<file path="config.mk">
export PLATFORM = sky130hd
export DESIGN_NAME = hlbd_mod
export DESIGN_NICKNAME = d
export VERILOG_FILES = /design/src/rtl/assert_macros.svh /design/src/rtl/hlbd_pkg.sv /design/src/rtl/hlbd_mod.sv
export SDC_FILE = /design/constraint.sdc
export NUM_CORES = 1
export LEC_CHECK = 0
export ABC_AREA = 1
export BUFFER_PORTS_ARGS = -buffer_cell sky130_fd_sc_hd__buf_2
export CORE_MARGIN = 2
export CORE_UTILIZATION = 45
export DETAILED_ROUTE_END_ITERATION = 8
export GPL_TIMING_DRIVEN = 0
export PLACE_DENSITY = 0.72
export SLEW_MARGIN = 5
export SYNTH_ARGS = -nofsm -noshare
export SYNTH_HDL_FRONTEND = slang
export SYNTH_SLANG_ARGS = --single-unit
</file>
<file path="constraint.sdc">
create_clock -name clk_i -period 3.3 [get_ports clk_i]
set_clock_uncertainty 0.15 [all_clocks]
set_input_delay 0 -clock clk_i [delete_from_list [all_inputs] [get_ports clk_i]]
set_output_delay 0 -clock clk_i [all_outputs]
set_load 0.005 [all_outputs]
</file>
<file path="src/rtl/assert_macros.svh">
// assertion macros used by the directory rtl
`ifndef ASSERT_MACROS_SVH
`define ASSERT_MACROS_SVH

// concurrent assertion on clk_i, off while rst_ni is low
`define ASSERT_CLK(lbl, prop, msg) \
  lbl: assert property (@(posedge clk_i) disable iff (!rst_ni) (prop)) else $error(msg);

// implication checked on every rising clk_i edge
`define ASSERT_IMPL(lbl, pre, post, msg) \
  lbl: assert property (@(posedge clk_i) disable iff (!rst_ni) (pre) |-> (post)) else $error(msg);

`endif

</file>
<file path="src/rtl/hlbd_pkg.sv">
// shared constants and codes of the buffer directory
`timescale 1ns / 1ps
package hlbd_pkg;

  localparam int EntriesDef = 32;
  localparam int BucketsDef = 13;
  localparam int BlockW     = 32;
  localparam int DeviceW    = 32;
  localparam int StampW     = 32;
  localparam int RefW       = 8;
  localparam int BufIdxW    = 5;

  typedef enum logic [1:0] {
    OP_GET     = 2'd0,
    OP_RELEASE = 2'd1,
    OP_PIN     = 2'd2,
    OP_UNPIN   = 2'd3
  } opcode_e;

  typedef enum logic [1:0] {
    ST_OK      = 2'd0,
    ST_NOFREE  = 2'd1,
    ST_REFUSED = 2'd2
  } status_e;

endpackage

</file>
<file path="src/rtl/hlbd_mod.sv">
// remainder of a block number by the bucket count
`timescale 1ns / 1ps
module hlbd_mod import hlbd_pkg::*; #(
  parameter int BUCKETS = BucketsDef,
  localparam int BKW = (BUCKETS > 1) ? $clog2(BUCKETS) : 1
) (
  input  logic              clk_i,
  input  logic              rst_ni,
  input  logic              start_i,
  input  logic [BlockW-1:0] value_i,
  output logic              done_o,
  output logic [BKW-1:0]    rem_o
);

  // reciprocal of the bucket count, rounded up, scaled by 2^(BlockW+SH)
  localparam int SH = (BUCKETS > 1) ? $clog2(BUCKETS) : 0;
  localparam int MW = BlockW + 1;
  localparam int PW = BlockW + MW;
  localparam logic [MW-1:0] Recip =
    MW'(((64'd1 << (BlockW + SH)) / 64'(BUCKETS)) + 64'd1);

  logic [PW-1:0]     prod_q, prod_d;
  logic [BlockW-1:0] val_q;
  logic              v_q;
  logic              done_q;
  logic [BKW-1:0]    rem_q, rem_d;
  logic [BlockW-1:0] quot;
  logic [BlockW-1:0] diff;

  // quotient by reciprocal multiply, remainder by multiply-back and subtract
  always_comb begin
    prod_d = PW'(value_i) * PW'(Recip);
    quot   = BlockW'(prod_q >> (BlockW + SH));
    diff   = val_q - BlockW'(quot * BlockW'(BUCKETS));
    rem_d  = BKW'(diff);
  end

  always_ff @(posedge clk_i or negedge rst_ni) begin
    if (!rst_ni) begin
      v_q    <= 1'b0;
      done_q <= 1'b0;
      rem_q  <= '0;
    end else begin
      v_q    <= start_i;
      done_q <= v_q;
      if (v_q) begin
        rem_q <= rem_d;
      end
    end
  end

  always_ff @(posedge clk_i) begin
    if (start_i) begin
      prod_q <= prod_d;
      val_q  <= value_i;
    end
  end

  assign done_o = done_q;
  assign rem_o  = rem_q;

endmodule

</file>
======== Word-level counts from Yosys, hierarchy flattened ========
Cells that the tools add are included.
word-level totals
  bits in registers ....................... 73
  bits in latches ......................... 0
  bits in writable memories ............... 0
  memory bits (read-only) ................. 0
  input bits .............................. 35
  output and inout port bits .............. 5
  logic and storage cells ................. 8
  memories ................................ 0
cells by class
  $add $sub $neg .......................... 1
  multipliers ............................. 2
  div/mod/pow operators ................... 0
  magnitude comparators ................... 0
  equality and inequality tests ........... 0
  shift operators ......................... 0
  muxes and demuxes ....................... 0
  bitwise operators ....................... 0
  reduce and logical (&&, ||, !) cells .... 0
operators by type and width
  operator                  count
  $mul A32 B31 Y63 const B  1
  $mul A29 B4 Y4 const B    1
  $sub A4 B4 Y4             1

======== Longest topological paths before layout ========
  word-level depth ........................ 2
  depth in mapped cells ................... 30
  depth with buffers taken out ............ 30

======== Least setup slack after synthesis ========
Ideal clock, no wire load.
  path kind ............................... input to register
  start point ............................. in value_i[7]
  end point ............................... reg prod_q[39] (data pin)
  setup time .............................. 0.252 ns
  arrival time ............................ 5.389 ns
  required time ........................... 2.898 ns
  path slack .............................. -2.491 ns
  stages .................................. 22
  path buffers ............................ 0
  cell sequence ........................... fa_1 > fa_1 > fa_1 > fa_1 > inv_1 > fa_1 > fa_1 > inv_1 > fa_1 > inv_1 > fa_1 > inv_1 > ha_1 > inv_1 > nor3_2 > nand4_1 > nor2_2 > nand3_1 > nand3_2 > inv_2 > nand3_2 > nand2_1
on the way
  word-level cells in the longest chain between the ends .. 1
RTL lines
  element               RTL line        RTL
  from (decl)           hlbd_mod.sv:10  input logic [BlockW-1:0] value_i,
  $mul A32 B31 Y63      hlbd_mod.sv:32  prod_d = PW'(value_i) * PW'(Recip);
  named net prod_d[39]  hlbd_mod.sv:22  logic [PW-1:0] prod_q, prod_d;
  to (signal assigned)  hlbd_mod.sv:54  prod_q <= prod_d;
  to (decl)             hlbd_mod.sv:22
The timed path passes the listed nets, and every way through them passes these cells.
A chain may end at the register's enable or synchronous reset.

======== Final worst setup path ========
  start point ............................. in value_i[11]
  end point ............................... reg prod_q[39] (data pin)
The elaborated chain is that of the path after synthesis.

==> impl_metrics.csv <==
group,metric,value,unit
outcome,status,"finished, violations left",
outcome,violations,"negative setup slack",
sta,tightest_slew,0.357,ns
layout,final_cell_mix,"452 x inv_1, 216 x fa_1, 201 x ha_1",
yosys,seq_area_frac_synth,0.0342,
floorplan,die_x,163,um
sta,fin_crit,5.76,ns
route,drtIter0Drc,419,
floorplan,die_h,163,um
sta,relSlewSlack,0.759,
layout,finalInstanceArea,13200,um2
yosys,synth_edf_count,8,
route,vias_per_cell,4.89,
grt,grt_pass1_wl,46000,um
placement,port_buffers,39,
worst_setup_path,r2r_start,"val_q[2]$_DFFE_PP_",
sta,setup_viol,4,
worst_setup_path,crit_buf_inv,6,
yosys,async_flop_share,0.429,
worst_setup_path,critical_path_class,"in2reg",
yosys,synth_warnings,0,
placement,hpwl,25200,um
worst_setup_path,crit_top_cell,"fa_1",
placement,dpl_cell_area,12200,um2
sta,rsz0062_at_grt,"true",
grt,antenna_found_initial,0,
sta,maxSlewViolCount,0,
worst_setup_path,path_max_fanout,8,
layout,final_nets,1851,
sta,setup_ws,-2.46,ns
clock_network,clkSinkCount,14,
grt,grt_pass1_vias,8771,
worst_hold_path,hold_path.startpoint,"value_i[1]",
worst_setup_path,crit_arrival,5.61,ns
sta,hold_viol_final,0,
clock_network,root_buffer,"clkbuf_16",
layout,fillCellCount,2274,
floorplan,core,25000,um2
yosys,synthFlopType,"edfxtp_1",
worst_setup_path,cp-end-kind,"flip-flop",
clock_network,htreeDepth,1,
yosys,syn_area_per_cell,9.06,um2
floorplan,io_pins,40,
worst_setup_path,path_cells,"buf_8 > ha_4 > inv_1 > fa_1 > inv_1 > fa_2 > fa_2 > fa_1 > fa_1 > fa_1 > inv_1 > fa_1 > inv_2 > ha_4 > nand2_4 > nor3_4 > nand4_1 > nor2_4 > nand3_2 > nand3_2 > inv_2 > nand3_2 > nand2_2",
route,wirelength,28900,um
floorplan,std_cell_rows,58,
grt,gr-total-overflow,0,
grt,grt_max_degree,11,
route,ant_nets,0,
floorplan,die-area,26600,um2
yosys,syn_area,11400,um2
placement,place.gp.congestion,0.929,
worst_setup_path,crit_path_start,"value_i[11]",
route,avgRoutedWirePerCell,17.3,um
clock_network,numCtsBuffers,3,
layout,finalNonFillerCells,1672,
yosys,synth_area_leader_cell,"fa_1",
clock_network,clk_latency,0.24,ns
placement,place_inst,1628,
worst_setup_path,cpLargestDelayFamily,"adder cells",
clock_network,cts_tree,"yes",
worst_setup_path,slowest_delay,0.60,ns
floorplan,start_util,0.456,
sta,fmax,174,MHz
yosys,synth_cells,1259,
layout,syn2layout_area_growth,15.9,%
worst_setup_path,cp.required,3.15,ns
worst_setup_path,start_kind,"primary input",
clock_network,clockBufferDepth,2,
route,num_vias,8171,
flow_run,maxCapViolations,0,
sta,period_share,1.75,
layout,layout_commonest_cell,"inv_1",
yosys,synth_area_leaders,"fa_1 44%, ha_1 25%, inv_1 16%, nand2_1 4.3%, edfxtp_1 2.1%",
sta,finalSetupTns,-9.42,ns
yosys,syn-num-nets,1767,
worst_setup_path,cp_slowest_cell,"fa_2",
layout,num_antenna_cells,0,
yosys,synth.ff_latch_count,14,
yosys,synthDistinctLibCells,31,
layout,drive_above_1_share,0.153,
route,drc,0,
yosys,synth_top_area_frac,0.437,
clock_network,clkTransAtPathRegs,0.05,ns
grt,grt_use_total,0.227,
route,firstDrtPassIters,5,
worst_hold_path,holdCritPathClass,"in2reg",
## timing repair
action,CTS,global route
pin swaps,37,68
endpoints found under the hold margin,17,1
setup buffers,9,25
hold buffers,5,1
endpoints found under the setup margin,4,4
resized for setup,69,97
## cell families (layout without fill, tap and decap cells)
kind of cell	count (synthesis)	count (layout)	share of synthesized area
flip-flops	14	14	0.0342
AO/OA/AOI/OAI	68	68	0.0334
adder cells (fa/ha/maj)	473	473	0.682
XOR/XNOR	17	17	0.0130
buffers and inverters	485	568	0.160
AND/OR/NAND/NOR	202	202	0.0773
## final timing paths
check                                       end  slack, ns  depth (start not counted)
max                        prod_q[39]$_DFFE_PP_      -2.46                         23
min                          val_q[1]$_DFFE_PP_       0.05                          1
max reg2reg                rem_o[2]$_DFFE_PN0P_       0.62                         10
min reg2reg                    done_o$_DFF_PN0_       0.26                          0
max in group asynchronous      done_o$_DFF_PN0_       2.24                          3
min in group asynchronous  rem_o[3]$_DFFE_PN0P_       0.55                          3
## sequential cells by signal (all words and copies together), names as in the netlist
signal and count:
v_q 1, done_o 1, prod_q 4, val_q 4, rem_o 4
## per-layer routing
| metal | vias up | global-route usage | part of all wire |
|---|---|---|---|
| met3 | 52 | 0.0282 | 0.065 |
| met5 | - | 0 | 0 |
| met4 | 0 | 0.0551 | 0.031 |
| li1 | 3824 | - | - |
| met1 | 4058 | 0.324 | 0.44 |
| met2 | 237 | 0.369 | 0.46 |
## worst reg2reg max path: stages (launching register included)
cell	delay (ns)
edfxtp_1	0.47
inv_1	0.11
ha_1	0.24
xor2_1	0.19
xor2_1	0.21
inv_1	0.06
ha_1	0.17
or2_2	0.29
fa_1	0.38
xnor2_1	0.13
o21ai_0	0.18
## synth_stat cells (3+ instances only)
cell type,count
xnor2_1,10
a21o_1,10
nor2_2,4
nand4_1,6
nand3_1,25
a21oi_1,33
fa_1,249
o21ai_0,18
ha_1,224
dfrtp_1,6
inv_1,483
edfxtp_1,8
nor2_1,24
nand2_1,130
nand3b_1,3
xor2_1,7
## layout make-up
type | count | area [um2] | share of cell area
Tap cell | 330 | 413 | 0.0312
Inverter | 485 | 1830 | 0.139
Clock buffer | 4 | 78.8 | 0.00596
Multi-Input combinational cell | 760 | 9760 | 0.738
Timing Repair Buffer | 79 | 747 | 0.0565
Sequential cell | 14 | 390 | 0.0295
## through the flow
stage                util  hold WS, ns  worst slack, ns
global placement    0.488       -0.327            -3.09
detailed placement  0.488       -0.323            -3.10
floorplan               -       -0.446            -2.08
finish              0.528       0.0493            -2.46
global route        0.528       0.0422            -2.71
CTS                 0.504      0.00495            -2.54
Power is not shown: default switching activity piles up to over one toggle a cycle in this logic, so the estimate is an artifact.
